<file path="config.mk">
export PLATFORM = sky130hd
export DESIGN_NAME = heron_square_root_core
export DESIGN_NICKNAME = d
export VERILOG_FILES = /design/src/hw/rtl/hsr_pkg.sv /design/src/hw/rtl/heron_square_root_core.sv /design/src/hw/rtl/hsr_div.sv /design/src/hw/rtl/hsr_seq.sv
export SDC_FILE = /design/constraint.sdc
export NUM_CORES = 1
export LEC_CHECK = 0
export BUFFER_PORTS_ARGS = -buffer_cell sky130_fd_sc_hd__clkbuf_2
export CORE_MARGIN = 2
export CORE_UTILIZATION = 35
export CTS_CLUSTER_SIZE = 20
export DETAILED_ROUTE_END_ITERATION = 6
export GPL_TIMING_DRIVEN = 1
export HOLD_SLACK_MARGIN = 0.03
export SYNTH_ARGS = -nofsm -noshare
export SYNTH_HDL_FRONTEND = slang
export SYNTH_SLANG_ARGS = --single-unit
export TNS_END_PERCENT = 5
</file>
<file path="constraint.sdc">
create_clock -name clk -period 9.1 [get_ports clk]
set_input_delay 1.82 -clock clk [delete_from_list [all_inputs] [get_ports clk]]
set_output_delay 1.82 -clock clk [all_outputs]
set_load 0.05 [all_outputs]
</file>
<file path="src/hw/rtl/hsr_pkg.sv">
// Shared constants, types and the control program for the Heron square root core.
// Used by hsr_div, hsr_seq, heron_square_root_core and hsr_checker; depends on nothing.
package hsr_pkg;

	localparam int FRAC_BITS  = 16;
	localparam int MAX_ITER   = 64;
	localparam int WORD_W     = 32;
	localparam int TOL_W      = FRAC_BITS + 1;
	localparam int DIVIDEND_W = WORD_W + FRAC_BITS;
	localparam int DIV_CNT_W  = $clog2(DIVIDEND_W + 1);
	localparam int COUNT_W    = $clog2(MAX_ITER + 1);
	localparam int PC_W       = 3;

	typedef logic [PC_W-1:0] pc_t;

	typedef enum logic [2:0] {
		COND_NEXT        = 3'd0,
		COND_ALWAYS      = 3'd1,
		COND_NO_WORD     = 3'd2,
		COND_DIV_BUSY    = 3'd3,
		COND_MORE        = 3'd4,
		COND_OUT_BLOCKED = 3'd5
	} cond_t;

	// Program addresses
	localparam pc_t PC_IDLE  = 3'd0;
	localparam pc_t PC_START = 3'd1;
	localparam pc_t PC_DIV   = 3'd2;
	localparam pc_t PC_AVG   = 3'd3;
	localparam pc_t PC_DIFF  = 3'd4;
	localparam pc_t PC_TEST  = 3'd5;
	localparam pc_t PC_OUT   = 3'd6;
	localparam pc_t PC_DONE  = 3'd7;

	typedef struct packed {
		logic  ld_in;
		logic  start_div;
		logic  do_avg;
		logic  do_diff;
		logic  do_out;
		cond_t cond;
		pc_t   target;
	} ctrl_t;

	typedef struct packed {
		logic in_valid;
		logic div_busy;
		logic more;
		logic out_blocked;
	} status_t;

	function automatic ctrl_t rom_word(input pc_t pc);
		ctrl_t w;
		w = '{ld_in: 1'b0, start_div: 1'b0, do_avg: 1'b0, do_diff: 1'b0, do_out: 1'b0,
			cond: COND_NEXT, target: PC_IDLE};
		case (pc)
			PC_IDLE: begin
				w.ld_in  = 1'b1;
				w.cond   = COND_NO_WORD;
				w.target = PC_IDLE;
			end
			PC_START: begin
				w.start_div = 1'b1;
			end
			PC_DIV: begin
				w.cond   = COND_DIV_BUSY;
				w.target = PC_DIV;
			end
			PC_AVG: begin
				w.do_avg = 1'b1;
			end
			PC_DIFF: begin
				w.do_diff = 1'b1;
			end
			PC_TEST: begin
				w.cond   = COND_MORE;
				w.target = PC_START;
			end
			PC_OUT: begin
				w.do_out = 1'b1;
				w.cond   = COND_OUT_BLOCKED;
				w.target = PC_OUT;
			end
			PC_DONE: begin
				w.cond   = COND_ALWAYS;
				w.target = PC_IDLE;
			end
			default: begin
				w.cond   = COND_ALWAYS;
				w.target = PC_IDLE;
			end
		endcase
		return w;
	endfunction

endpackage

</file>
<file path="src/hw/rtl/heron_square_root_core.sv">
// Heron square root core, top level: datapath registers and output register.
// Depends on hsr_pkg, hsr_seq and hsr_div.
//
//   channel | handshake            | word
//   --------+----------------------+-------------------------------------------------
//   input   | in_valid / in_stall  | value_in, tolerance
//   output  | out_valid / out_stall| step_count, root_estimate, last_difference, hit_limit
//
// An item runs n averaging steps (1..64); each step runs the bit-serial divider
// and the five sequencer steps START, DIV, AVG, DIFF and TEST.
// Reset clears the step counter and the output valid flag and sets the divider count to its idle value.
// A new word is taken while a finished result still waits in the output register;
// only the hand-over of the next result waits on out_stall.
module heron_square_root_core (
	input  logic                           clk,
	input  logic                           arst_n,
	input  logic                           in_valid,
	output logic                           in_stall,
	input  logic [hsr_pkg::WORD_W-1:0]     value_in,
	input  logic [hsr_pkg::TOL_W-1:0]      tolerance,
	output logic                           out_valid,
	input  logic                           out_stall,
	output logic [hsr_pkg::COUNT_W-1:0]    step_count,
	output logic [hsr_pkg::WORD_W-1:0]     root_estimate,
	output logic [hsr_pkg::WORD_W-1:0]     last_difference,
	output logic                           hit_limit
);

	hsr_pkg::ctrl_t   ctrl;
	hsr_pkg::status_t status;

	logic [hsr_pkg::WORD_W-1:0]     x_q;
	logic [hsr_pkg::TOL_W-1:0]      eps_q;
	logic [hsr_pkg::WORD_W-1:0]     cur_q;
	logic [hsr_pkg::WORD_W-1:0]     prev_q;
	logic [hsr_pkg::WORD_W-1:0]     diff_q;
	logic [hsr_pkg::COUNT_W-1:0]    count_q;
	logic                           out_valid_q;

	logic [hsr_pkg::DIVIDEND_W-1:0] quot;
	logic [hsr_pkg::DIVIDEND_W-1:0] quot_eff;
	logic                           div_busy;
	logic [hsr_pkg::DIVIDEND_W:0]   sum;
	logic [hsr_pkg::DIVIDEND_W-1:0] half;
	logic [hsr_pkg::WORD_W-1:0]     avg_sat;
	logic                           over_eps;
	logic                           out_free;

	hsr_seq u_seq (
		.clk    (clk),
		.arst_n (arst_n),
		.status (status),
		.ctrl   (ctrl)
	);

	hsr_div u_div (
		.clk      (clk),
		.arst_n   (arst_n),
		.start    (ctrl.start_div),
		.dividend ({x_q, hsr_pkg::FRAC_BITS'(0)}),
		.divisor  (cur_q),
		.quotient (quot),
		.busy     (div_busy)
	);

	// A zero estimate only comes from a zero input; its quotient counts as zero.
	assign quot_eff = (prev_q == '0) ? '0 : quot;
	assign sum      = {1'b0, hsr_pkg::DIVIDEND_W'(prev_q)} + {1'b0, quot_eff};
	assign half     = sum[hsr_pkg::DIVIDEND_W:1];
	assign avg_sat  = (half[hsr_pkg::DIVIDEND_W-1:hsr_pkg::WORD_W] != '0) ? '1
		: half[hsr_pkg::WORD_W-1:0];

	assign over_eps = (diff_q > hsr_pkg::WORD_W'(eps_q));
	assign out_free = !out_valid_q || !out_stall;

	assign status.in_valid    = in_valid;
	assign status.div_busy    = div_busy;
	assign status.more        = over_eps && (count_q < hsr_pkg::COUNT_W'(hsr_pkg::MAX_ITER));
	assign status.out_blocked = !out_free;

	assign in_stall  = !ctrl.ld_in;
	assign out_valid = out_valid_q;

	always_ff @(posedge clk or negedge arst_n) begin
		if (!arst_n) begin
			count_q <= '0;
		end else if (ctrl.ld_in && in_valid) begin
			count_q <= '0;
		end else if (ctrl.start_div) begin
			count_q <= count_q + 1'b1;
		end
	end

	always_ff @(posedge clk) begin
		if (ctrl.ld_in && in_valid) begin
			x_q   <= value_in;
			eps_q <= tolerance;
			cur_q <= value_in;
		end
		if (ctrl.start_div) begin
			prev_q <= cur_q;
		end
		if (ctrl.do_avg) begin
			cur_q <= avg_sat;
		end
		if (ctrl.do_diff) begin
			diff_q <= (prev_q >= cur_q) ? prev_q - cur_q : cur_q - prev_q;
		end
	end

	// Output register: drop the word once taken, load a new one when free.
	always_ff @(posedge clk or negedge arst_n) begin
		if (!arst_n) begin
			out_valid_q <= 1'b0;
		end else if (ctrl.do_out && out_free) begin
			out_valid_q <= 1'b1;
		end else if (!out_stall) begin
			out_valid_q <= 1'b0;
		end
	end

	always_ff @(posedge clk) begin
		if (ctrl.do_out && out_free) begin
			step_count      <= count_q;
			root_estimate   <= cur_q;
			last_difference <= diff_q;
			hit_limit       <= over_eps;
		end
	end

endmodule

</file>
<file path="src/hw/rtl/hsr_div.sv">
// Restoring serial divider, one quotient bit per cycle.
// Depends on hsr_pkg for widths.
module hsr_div (
	input  logic                              clk,
	input  logic                              arst_n,
	input  logic                              start,
	input  logic [hsr_pkg::DIVIDEND_W-1:0]    dividend,
	input  logic [hsr_pkg::WORD_W-1:0]        divisor,
	output logic [hsr_pkg::DIVIDEND_W-1:0]    quotient,
	output logic                              busy
);

	logic [hsr_pkg::WORD_W-1:0]     rem_q;
	logic [hsr_pkg::DIVIDEND_W-1:0] quo_q;
	logic [hsr_pkg::WORD_W-1:0]     divisor_q;
	logic [hsr_pkg::DIV_CNT_W-1:0]  cnt_q;
	logic [hsr_pkg::WORD_W:0]       trial;
	logic [hsr_pkg::WORD_W:0]       trial_sub;
	logic                           fits;

	assign busy      = (cnt_q != hsr_pkg::DIV_CNT_W'(hsr_pkg::DIVIDEND_W));
	assign quotient  = quo_q;
	assign trial     = {rem_q, quo_q[hsr_pkg::DIVIDEND_W-1]};
	assign fits      = (trial >= {1'b0, divisor_q});
	assign trial_sub = trial - {1'b0, divisor_q};

	always_ff @(posedge clk or negedge arst_n) begin
		if (!arst_n) begin
			cnt_q <= hsr_pkg::DIV_CNT_W'(hsr_pkg::DIVIDEND_W);
		end else if (start) begin
			cnt_q <= '0;
		end else if (busy) begin
			cnt_q <= cnt_q + 1'b1;
		end
	end

	// Dividend bits shift out at the top while quotient bits enter at the bottom.
	always_ff @(posedge clk) begin
		if (start) begin
			rem_q     <= '0;
			quo_q     <= dividend;
			divisor_q <= divisor;
		end else if (busy) begin
			rem_q <= fits ? trial_sub[hsr_pkg::WORD_W-1:0] : trial[hsr_pkg::WORD_W-1:0];
			quo_q <= {quo_q[hsr_pkg::DIVIDEND_W-2:0], fits};
		end
	end

endmodule

</file>
<file path="src/hw/rtl/hsr_seq.sv">
// Microcode sequencer: step counter, program table lookup and conditional jumps.
// Depends on hsr_pkg for the control word, status struct and program.
module hsr_seq (
	input  logic             clk,
	input  logic             arst_n,
	input  hsr_pkg::status_t status,
	output hsr_pkg::ctrl_t   ctrl
);

	hsr_pkg::pc_t pc_q;
	hsr_pkg::pc_t pc_d;
	logic         take;

	assign ctrl = hsr_pkg::rom_word(pc_q);

	always_comb begin
		case (ctrl.cond)
			hsr_pkg::COND_NEXT:        take = 1'b0;
			hsr_pkg::COND_ALWAYS:      take = 1'b1;
			hsr_pkg::COND_NO_WORD:     take = !status.in_valid;
			hsr_pkg::COND_DIV_BUSY:    take = status.div_busy;
			hsr_pkg::COND_MORE:        take = status.more;
			hsr_pkg::COND_OUT_BLOCKED: take = status.out_blocked;
			default:                   take = 1'b1;
		endcase
		pc_d = take ? ctrl.target : pc_q + 1'b1;
	end

	always_ff @(posedge clk or negedge arst_n) begin
		if (!arst_n) begin
			pc_q <= hsr_pkg::PC_IDLE;
		end else begin
			pc_q <= pc_d;
		end
	end

endmodule

</file>
==> results of run 1 <==
-- cell families after synthesis --
logic type                 synth area share (%)
xor gates and xnor gates                   4.28
adders and majority gates                  10.2
muxes                                      1.59
and+or+nand+nor                            14.4
AOI/OAI and AO/OA                          19.0
DFF                                        46.0
buffers and inverters                      4.50
-- registers in the layout (all words and copies together), names as in the netlist --
signal	cells
cur_q	32
eps_q	17
u_div.quotient	48
hit_limit	1
root_estimate	32
u_div.divisor_q	32
diff_q	32
u_div.rem_q	32
last_difference	32
step_count	7
u_div.cnt_q	6
u_seq.pc_q	3
count_q	7
out_valid	1
x_q	32
-- layout make-up --
class,count,area [µm²],share of cell area [%]
well taps,696,871,4.02
inverters,128,482,2.22
clock inverters,18,206,0.952
repair buffers,138,721,3.32
multi-input cells,1407,9560,44.1
flip-flops and latches,314,8870,40.9
clock buffers,45,976,4.50
-- cells in the mapped netlist, types with 28 or more instances --
library cell and instances:
a21o_1 49, a21oi_1 168, clkbuf_1 58, dfxtp_1 48
edfxtp_1 249, ha_1 151, inv_1 127, nand2_1 215
nand3_1 62, nand4_1 31, nor2_1 113, nor2b_1 42
o21ai_0 88, o21bai_1 28, o22a_1 30, xnor2_1 55
xor2_1 39
-- metrics by stage --
stage	power, mW	util, %	area [µm²]	hold WS, ps
final	8.64	40.1	21700	447
after global routing	9.31	40.1	21700	461
after CTS	8.65	40.1	21700	446
after detailed placement	7.13	37.9	20500	436
after global placement	7.09	37.9	20500	439
after floorplan	5.88	-	19300	426
-- layer usage --
metal	vias to the layer above	part of all wire [%]	GRT usage, %
met5	-	0	0
met2	439	43	29.6
met3	80	5.4	3.14
li1	7265	-	-
met1	7350	49	29.1
met4	0	2.6	5.45
-- worst max-delay path by stage --
stage,start,end,slack (ps),cells past startpoint
floorplan,out_stall,hit_limit$_DFFE_PP_,3240,1
global placement,u_div.divisor_q[10]$_DFFE_PP_,cur_q[2]$_DFFE_PP_,3550,16
detailed placement,u_div.divisor_q[1]$_DFFE_PP_,cur_q[4]$_DFFE_PP_,3460,16
CTS,u_div.divisor_q[11]$_DFFE_PP_,cur_q[4]$_DFFE_PP_,3440,16
global route,u_div.divisor_q[1]$_DFFE_PP_,cur_q[4]$_DFFE_PP_,3020,16
finish,u_div.divisor_q[10]$_DFFE_PP_,cur_q[4]$_DFFE_PP_,3430,16
-- power by group through the flow --
| stage | registers (mW) | logic, mW | clock network (mW) |
|---|---|---|---|
| floorplan | 2.46 | 3.43 | 0 |
| finish | 2.60 | 4.55 | 1.49 |
| CTS | 2.60 | 4.53 | 1.52 |
| global placement | 2.62 | 4.47 | 0 |
| detailed placement | 2.63 | 4.50 | 0 |
| global route | 2.65 | 5.07 | 1.59 |
==> metrics.cfg, run 1 <==
[detailed_routing]
firstDrtPassIters = 6
post_drt_wl_per_cell_um = 20.2
vias_per_cell = 5.51
num_vias = 15100
wl_mm = 55.5
drc = 0
ant_nets = 0
drt_iter0_drc = 1140

[power_and_ir_drop]
swShare_pct = 44.4
power.internal_mw = 4.81
clkPwrFrac_pct = 17.2
p_sw_mw = 3.84
seq_power_share_pct = 30.1
power_density_mw_per_mm2 = 399
peakVddDrop_mv = 0.217
p_comb_share_pct = 52.7
p_leak_nw = 9.02

[synthesis]
synth_area_leaders = edfxtp_1 (39%), ha_1 (9.8%), dfxtp_1 (5.0%)
synth_cell_type_count = 94
ys_ff_latch = 314
syn_nets = 2140
synth_top_area_share_pct = 38.8
syn_inst = 1932
synth_area_per_cell_um2 = 9.97
synth_edf_count = 249
synth_largest_area_cell = edfxtp_1
synthesis.area_mm2 = 0.0193
async_reset_ff_share_pct = 5.41
ys.flop_type = edfxtp_1
yosysWarnings = 0
seq_area_frac_synth_pct = 46.0

[floorplan]
num_rows = 85
start_util_pct = 35.6
die_h_um = 239
core_area_mm2 = 0.0541
chipWidth_um = 239
ios = 127
die_area_mm2 = 0.0569

[clock_network]
clk_latency_ps = 560
clockBufferDepth = 3
htree_levels = 2
cts_buffers = 37
path_clk_slew_ps = 60
cts-root-buf = clkbuf_16
cts_tree = done
postCtsSetupRepairBufs = 0
numClockSinks = 314
holdBufCountCts = 0
cts_resized = 0

[setup_path]
cp_slowest_cell = nand3_2
r2r_setup_slack_ps = 3430
r2r-start = u_div.divisor_q[10]$_DFFE_PP_
critPathBufInv = 1
rr_worst_depth = 16
critPathMaxFanout = 40
critPathTopFamily = simple AND/OR/NAND/NOR gates
slowest_delay_ps = 640
startpoint_type = register
crit_chain = nor4_1 -> nand4_1 -> nor2_2 -> buf_4 -> nor2b_1 -> ha_1 -> o21ai_0 -> a21oi_1 -> nand3_1 -> a21oi_2 -> o31a_1 -> nand2_1 -> o311a_2 -> nor4_4 -> nand3_2 -> o22a_1
r2r_end = cur_q[4]$_DFFE_PP_
crit_type = reg -> reg
worstPathArrival_ps = 5970
cp-end-kind = register
crit_required_ps = 9400

[worst_hold_path]
holdPathStages = 0
hp-class = reg -> reg
worstHoldStart = diff_q[17]$_DFFE_PN_
holdPathEnd = last_difference[17]$_DFFE_PP_

[placement]
dp_cells = 2683
place.gp.congestion = 0.928
pre_cts_ws_ps = 3460
dp_hpwl_mm = 42.6
numPortBuffers = 126

[flow_run]
maxCapViolCount = 0

[finish]
diodes = 0
instances_no_fill = 2746
area_delta_synth_final_pct = 12.6
num-fill-cells = 5254
drive_above_1_share_pct = 11.7
final_cell_mix = edfxtp_1 (249), nand2_1 (215), a21oi_1 (167)
final_nets = 2234
final_common_cell = edfxtp_1

[sta]
worst_slew_pin_slew_ps = 1040
fmax_ghz = 0.176
finalSetupViolations = 0
rsz0062_at_grt = no
period_share_pct = 62.3
fin_crit_ps = 5670
fin_ws_ps = 3430
slew_viol_final = 0
slew_headroom_pct = 30.4
hold_violations = 0
tns_ps = 0
worst_clock_skew_ps = 15.5

[global_route]
grt_max_degree = 73
grt_overflow = 0
grt_pass1_wl_mm = 86.5
grt_pass1_vias = 14600
grt_usage_pct = 19.7
antenna_found_initial = 2

[run_status]
outcome = finished clean

(Power assumes the default switching activity.)
==> run 2, diff against run 1 <==
--- a/config.mk
+++ b/config.mk
@@ -5,6 +5,7 @@
 export SDC_FILE = /design/constraint.sdc
 export NUM_CORES = 1
 export LEC_CHECK = 0
+export ABC_AREA = 1
 export BUFFER_PORTS_ARGS = -buffer_cell sky130_fd_sc_hd__clkbuf_2
 export CORE_MARGIN = 2
 export CORE_UTILIZATION = 35
==> constraint.sdc (replaced) <==
create_clock -name clk -period 5 [get_ports clk]
set_input_delay 1 -clock clk [delete_from_list [all_inputs] [get_ports clk]]
set_output_delay 1 -clock clk [all_outputs]
set_load 0.05 [all_outputs]
==> run 2 against run 1 <==
Net effect:
- register-to-register slack worse by 3000 ps
- clock skew grew 8.5 ps
- critical path depth rose by 8
- clock-buffer cell count rose by 2
- setup slack worse by 3000 ps
- global-route usage increased by 4.1 points
- sequential cell count did not move
- sequential power increased by 80%
- first-iteration DRC count is 21% higher
- non-clock buffer count increased by 55
- via count increased by 21%
- final cell count is 29% higher
==> metrics.cfg, run 2 <==
[finish]
final_common_cell = nand2_1
instances_no_fill = 3545  ; +29%
drive_above_1_share_pct = 12.5  ; +0.86 points
area_delta_synth_final_pct = 15.7
final_cell_mix = nand2_1 (456), inv_1 (367), nor2_1 (321)
final_cell_area_mm2 = 0.0242  ; +11%
largest_register_ffs = 48  ; unchanged
num-fill-cells = 6030  ; +15%
final_nets = 2948  ; +32%

[detailed_routing]
ant_nets = 0  ; unchanged
wl_mm = 73.2  ; +32%
post_drt_wl_per_cell_um = 20.6  ; +2.1%
vias_per_cell = 5.19  ; -5.9%
num_vias = 18400  ; +21%
wl_met2_mm = 34.0  ; +43%
firstDrtPassIters = 6  ; unchanged
highest_layer = met4
drc = 0  ; unchanged
drt_iter0_drc = 1377  ; +21%
dr_wl_met3_mm = 4.03  ; +35%
wl_met1_mm = 32.0  ; +17%

[floorplan]
chipWidth_um = 248  ; +4.1%
die_area_mm2 = 0.0616  ; +8.3%
num_rows = 89  ; +4.7%
ios = 127  ; unchanged
core_area_mm2 = 0.0590  ; +9.0%
start_util_pct = 35.4  ; -0.18 points
die_h_um = 248  ; +4.1%

[setup_path]
r2r_end = cur_q[9]$_DFFE_PP_
crit_path_end = cur_q[9]$_DFFE_PP_
critPathMaxFanout = 37  ; -7.5%
worstPathArrival_ps = 4850  ; -1120 ps
crit_required_ps = 5310  ; -4090 ps
crit_type = reg -> reg
r2r_setup_slack_ps = 460  ; -2960 ps
r2r-start = u_div.divisor_q[1]$_DFFE_PP_
cp-end-kind = register
startpoint_type = register
crit_start = u_div.divisor_q[1]$_DFFE_PP_
rr_worst_depth = 24  ; +8

[global_route]
grt_pass1_wl_mm = 109  ; +26%
grt_usage_pct = 23.7  ; +4.1 points
antenna_found_initial = 2  ; unchanged
grt_pass1_vias = 18300  ; +26%
grt_max_degree = 73  ; unchanged
grt_overflow = 0  ; unchanged

[power_and_ir_drop]
power_density_mw_per_mm2 = 728  ; +83%
peakVddDrop_mv = 0.330  ; +52%
p_leak_nw = 10.7  ; +19%
power_mw = 17.6  ; +100%

[synthesis]
synth_area_per_cell_um2 = 8.16  ; -18%
synth_xor_area_share_pct = 3.82  ; -0.46 points
muxShareOfSynthArea_pct = 0.383  ; -1.2 points
synth_top_family_by_area = simple AND/OR/NAND/NOR gates
synth_cell_type_count = 62  ; -34%
synth.most_common_cell = nand2_1
synth_area_leaders = edfxtp_1 (36%), ha_1 (9.0%), nand2_1 (8.2%)
ys_ff_latch = 314  ; unchanged
seq_area_frac_synth_pct = 42.4  ; -3.6 points
synthAdderAreaFrac_pct = 9.43  ; -0.80 points
async_reset_ff_share_pct = 5.41  ; unchanged
synth_edf_count = 249  ; unchanged
synth_compound_area_share_pct = 14.7  ; -4.3 points
syn_nets = 2768  ; +29%
synthesis.area_mm2 = 0.0209  ; +8.5%
syn_inst = 2560  ; +33%
synth_top_area_share_pct = 35.8  ; -3.0 points
synth_largest_area_cell = edfxtp_1
yosysWarnings = 0  ; unchanged
ys.flop_type = edfxtp_1
synthSimpleGateAreaFrac_pct = 21.1  ; +6.7 points
ys_top_cells_by_count = nand2_1 (456), inv_1 (368), nor2_1 (322)

[sta]
slew_viol_final = 0  ; unchanged
rsz0062_at_grt = no
worst_clock_skew_ps = 24.0  ; +8.53 ps
worst_slew_pin_slew_ps = 807  ; -237 ps
fmax_ghz = 0.220  ; +25%
fin_crit_ps = 4540  ; -1140 ps
tns_ps = 0  ; unchanged
finalSetupViolations = 0  ; unchanged
slew_headroom_pct = 45.8  ; +15 points
period_share_pct = 90.7  ; +28 points
hold_violations = 0  ; unchanged
whs_ps = 368  ; -79.4 ps

[clock_network]
clk_latency_ps = 570  ; about the same
postCtsSetupRepairBufs = 0  ; unchanged
numClockSinks = 314  ; unchanged
cts_buffers = 40  ; +8.1%
cts-root-buf = clkbuf_16
clockBufferDepth = 3  ; unchanged
path_clk_slew_ps = 60  ; about the same
htree_levels = 2  ; unchanged
cts_resized = 0  ; unchanged
holdBufCountCts = 0  ; unchanged
cts_tree = done

[placement]
place.gp.congestion = 0.980  ; +5.5%
placed_area_mm2 = 0.0228  ; +11%
dp_cells = 3471  ; +29%
dp_hpwl_mm = 58.8  ; +38%
numPortBuffers = 126  ; unchanged

[flow_run]
maxCapViolCount = 0  ; unchanged

[run_status]
outcome = finished clean

[worst_hold_path]
hp-class = in -> async

## run 2: cell count changes after synthesis, moves of 25 or more
cell,delta
o21ai_0,+77
o22a_1,-30
nor2_1,+209
nor2b_1,-42
nand2_1,+241
a21o_1,-38
a21oi_1,+63
or2_2,+27
xnor2_1,-25
inv_1,+241
o31ai_1,+26
o21bai_1,-26
## run 2: worst min-delay path by stage
stage | to | slack, ps
after floorplan | last_difference[19]$_DFFE_PP_ | 420
after global placement | last_difference[19]$_DFFE_PP_ | 430
after detailed placement | last_difference[18]$_DFFE_PP_ | 430
after CTS | count_q[5]$_DFFE_PN0P_ | 370
after global routing | count_q[5]$_DFFE_PN0P_ | 390
final | count_q[4]$_DFFE_PN0P_ | 370
## run 2: area by class of cell
cell class | count | area (µm²) | area share, %
timing repair buffer | 193 | 1210 | 5.00
clock inverter | 26 | 279 | 1.15
multi-input combinational | 1810 | 10300 | 42.8
antenna | 1 | 2.50 | 0.0104
sequential | 314 | 8870 | 36.7
inverter | 381 | 1430 | 5.92
tap | 773 | 967 | 4.00
clock buffer | 47 | 1070 | 4.42
## run 2: kinds of logic (layout without fill, tap and decap cells)
group / Yosys count / in the layout
fa+ha+maj: 155 / 155
buf+inv: 436 / 647
compound gates: 539 / 539
xor+xnor: 91 / 91
other cells: 0 / 1
mux: 8 / 8
flops: 314 / 314
simple gates: 1017 / 1017
## run 2: critical path, cell delays in order, from the launching register on
cell,delay [ps]
edfxtp_1,630
nor2_1,170
nand3_1,80
nor2_1,90
nand2_1,80
nor2_4,110
buf_12,230
nor2_1,150
ha_1,540
nand2_1,140
nor2_1,210
inv_1,80
o21ai_0,430
nor2_1,100
nand2_1,130
nand3_1,80
nand2_1,80
inv_1,40
nor2_1,160
nand3_1,160
nor2_4,180
buf_12,180
nand3_1,90
nand2_1,60
inv_1,40
## run 2: through the flow
stage | setup slack (ps) | util, %
2_1_floorplan | 1380 | -
3_3_place_gp | 426 | 38.7
3_5_place_dp | 539 | 38.7
4_1_cts | 515 | 40.9
5_1_grt | 163 | 40.9
6_report | 464 | 40.9
## run 2: power breakdown
part	total, mW	internal, mW	switching (mW)
Combinational	9.95	3.30	6.65
Clock	2.97	1.79	1.18
Sequential	4.68	3.96	0.726
Total	17.6	9.05	8.55
## run 2: per-layer routing
layer | vias to the layer above | GRT usage (%)
li1 | 8979 | -
met1 | 8683 | 30.7
met2 | 577 | 39.7
met3 | 145 | 3.32
met4 | 0 | 10.0
met5 | - | 0
==> run 3, diff against run 2 <==
--- a/config.mk
+++ b/config.mk
@@ -5,7 +5,6 @@
 export SDC_FILE = /design/constraint.sdc
 export NUM_CORES = 1
 export LEC_CHECK = 0
-export ABC_AREA = 1
 export BUFFER_PORTS_ARGS = -buffer_cell sky130_fd_sc_hd__clkbuf_2
 export CORE_MARGIN = 2
 export CORE_UTILIZATION = 35
==> run 3 against run 2 <==
Net effect:
- design area down 8.1%
- worst hold slack better by 24 ps
- clock power down 14%
- via count down 17%
- critical endpoint is now cur_q[2]$_DFFE_PP_
- highest routed layer unchanged
==> metrics.cfg, run 3 (same netlist as run 1, synthesis figures left out) <==
[run_status]
outcome = finished clean

[power_and_ir_drop]
swShare_pct = 44.1  ; -4.4 points
power_mw = 15.9  ; -9.4%
seq_power_share_pct = 29.3  ; +2.7 points
p_leak_nw = 9.33  ; -13%
p_sw_mw = 7.04  ; -18%
power_density_mw_per_mm2 = 718  ; -1.4%
p_comb_share_pct = 54.8  ; -1.7 points
power.internal_mw = 8.91  ; -1.6%
peakVddDrop_mv = 0.320  ; -3.2%
clkPwrFrac_pct = 16.0  ; -0.9 points

[setup_path]
cp-end-kind = register
critPathBufInv = 3  ; -2
r2r-start = u_div.divisor_q[8]$_DFFE_PP_
critPathTopFamily = simple AND/OR/NAND/NOR gates
slowest_delay_ps = 520  ; -110 ps
startpoint_type = register
crit_required_ps = 5300  ; about the same
crit_type = reg -> reg
cp_slowest_cell = edfxtp_1
crit_chain = nor4_1 -> nand4_1 -> nor2_4 -> buf_12 -> nor2b_1 -> ha_1 -> and4_4 -> and2_4 -> nor4b_4 -> a21oi_2 -> o31a_1 -> buf_4 -> a211o_1 -> a22oi_1 -> a41o_1 -> nand3_2 -> buf_12 -> o22a_1
cpMostUsedCell = buf_12
worstPathArrival_ps = 5050  ; +200 ps
critPathMaxFanout = 20  ; -46%
crit_start = u_div.divisor_q[8]$_DFFE_PP_

[sta]
rsz0062_at_grt = no
tns_ps = 0  ; unchanged
slew_viol_final = 0  ; unchanged
fin_ws_ps = 248  ; -216 ps
fmax_ghz = 0.210  ; -4.5%
finalSetupViolations = 0  ; unchanged
fin_crit_ps = 4750  ; +216 ps
worst_slew_pin_slew_ps = 1050  ; +242 ps
period_share_pct = 95.0  ; +4.3 points
slew_headroom_pct = 30.1  ; -16 points
worst_clock_skew_ps = 25.1  ; +1.10 ps
hold_violations = 0  ; unchanged

[finish]
final_common_cell = edfxtp_1
largest_register_ffs = 48  ; unchanged
final_cell_mix = edfxtp_1 (249), nand2_1 (215), a21oi_1 (167)
area_delta_synth_final_pct = 15.3
final_cell_area_mm2 = 0.0222  ; -8.1%
num-fill-cells = 5301  ; -12%
drive_above_1_share_pct = 14.2  ; +1.6 points
regArea_mm2 = 0.00887  ; unchanged
final_nets = 2304  ; -22%
multi_input_area_mm2 = 0.00957  ; -7.5%

[clock_network]
cts_buffers = 36  ; -10%
cts_tree = done
numClockSinks = 314  ; unchanged
clockBufferDepth = 3  ; unchanged
path_clk_slew_ps = 60  ; about the same
cts-root-buf = clkbuf_16
clk_latency_ps = 570  ; about the same
htree_levels = 2  ; unchanged

[detailed_routing]
post_drt_wl_per_cell_um = 20.1  ; -2.4%
drt_iter0_drc = 996  ; -28%
drc = 0  ; unchanged
ant_nets = 0  ; unchanged
vias_per_cell = 5.42  ; +4.4%
firstDrtPassIters = 7  ; +1
wl_mm = 56.8  ; -22%
num_vias = 15300  ; -17%

[floorplan]
start_util_pct = 35.6  ; +0.18 points
chipWidth_um = 239  ; -3.9%
ios = 127  ; unchanged
core_area_mm2 = 0.0541  ; -8.3%
num_rows = 85  ; -4.5%
die_h_um = 239  ; -3.9%
die_area_mm2 = 0.0569  ; -7.7%

[global_route]
grt_pass1_vias = 14800  ; -19%
antenna_found_initial = 1  ; -1
grt_max_degree = 73  ; unchanged
grt_pass1_wl_mm = 87.3  ; -20%
grt_overflow = 0  ; unchanged
grt_usage_pct = 19.9  ; -3.8 points

[worst_hold_path]
hp-class = in -> async

[placement]
place.gp.congestion = 0.957  ; -2.3%
dp_hpwl_mm = 44.0  ; -25%
pre_cts_ws_ps = -68.9  ; -608 ps
numPortBuffers = 126  ; unchanged
placed_area_mm2 = 0.0211  ; -7.8%

[flow_run]
maxCapViolCount = 0  ; unchanged

-- run 3: cell count changes in the layout (fill, tap and decap cells not counted), moves of 30 or more --
cell     previous run  this run
a21o_1             11        49
a21oi_1           230       167
inv_1             367       127
nand2_1           456       215
nor2_1            321       112
nor2b_1             0        42
o21ai_0           165        87
o22a_1              0        30
-- run 3: final cells by class --
| class | count | area share, % |
|---|---|---|
| multi-input combinational | 1407 | 43.1 |
| sequential | 314 | 39.9 |
| timing repair buffer | 209 | 5.87 |
| clock buffer | 50 | 4.39 |
| tap | 696 | 3.92 |
| inverter | 128 | 2.17 |
| clock inverter | 16 | 0.603 |
| antenna | 1 | 0.0113 |
-- run 3: power by group through the flow --
stage	combinational, mW	sequential (mW)	clock [mW]
2_1_floorplan	6.23	4.47	0
3_3_place_gp	8.56	4.71	0
3_5_place_dp	8.63	4.72	0
4_1_cts	8.68	4.67	2.62
5_1_grt	9.68	4.75	2.69
6_report	8.73	4.67	2.55
-- run 3: final timing paths --
path                                                  to  slack, ps  cells past startpoint
hold / removal                    count_q[6]$_DFFE_PN0P_        390                      1
max in group asynchronous     u_div.cnt_q[4]$_DFFE_PN1P_       4260                      1
setup / recovery                      cur_q[2]$_DFFE_PP_        250                     18
hold reg to reg            last_difference[24]$_DFFE_PP_        450                      0
min in group clk           last_difference[24]$_DFFE_PP_        450                      0
setup reg to reg                      cur_q[2]$_DFFE_PP_        250                     18
-- run 3: stage by stage --
| step | hold WS, ps | cells | util (%) |
|---|---|---|---|
| detailed placement | 437 | 2751 | 38.9 |
| floorplan | 426 | 1932 | - |
| global placement | 437 | 2751 | 38.9 |
| finish | 392 | 2821 | 41.0 |
| global route | 411 | 2820 | 41.0 |
| CTS | 384 | 2817 | 40.9 |
-- run 3: per-layer routing --
| layer | share of wire [%] | GRT usage [%] | wire [µm] | up-vias |
|---|---|---|---|---|
| met1 | 49 | 29.0 | 27800 | 7397 |
| li1 | - | - | - | 7417 |
| met2 | 44 | 31.1 | 24800 | 387 |
| met4 | 2.6 | 5.98 | 1480 | 0 |
| met3 | 4.9 | 2.23 | 2770 | 76 |
| met5 | 0 | 0 | 0 | - |
-- run 3: timing repair --
| item | CTS | global route |
|---|---|---|
| gates resized for setup | 1 | 1 |
| hold buffers | 0 | 0 |
| pin swaps | 0 | 2 |
| buffers inserted | 0 | 3 |
| setup endpoints to repair | 31 | 32 |
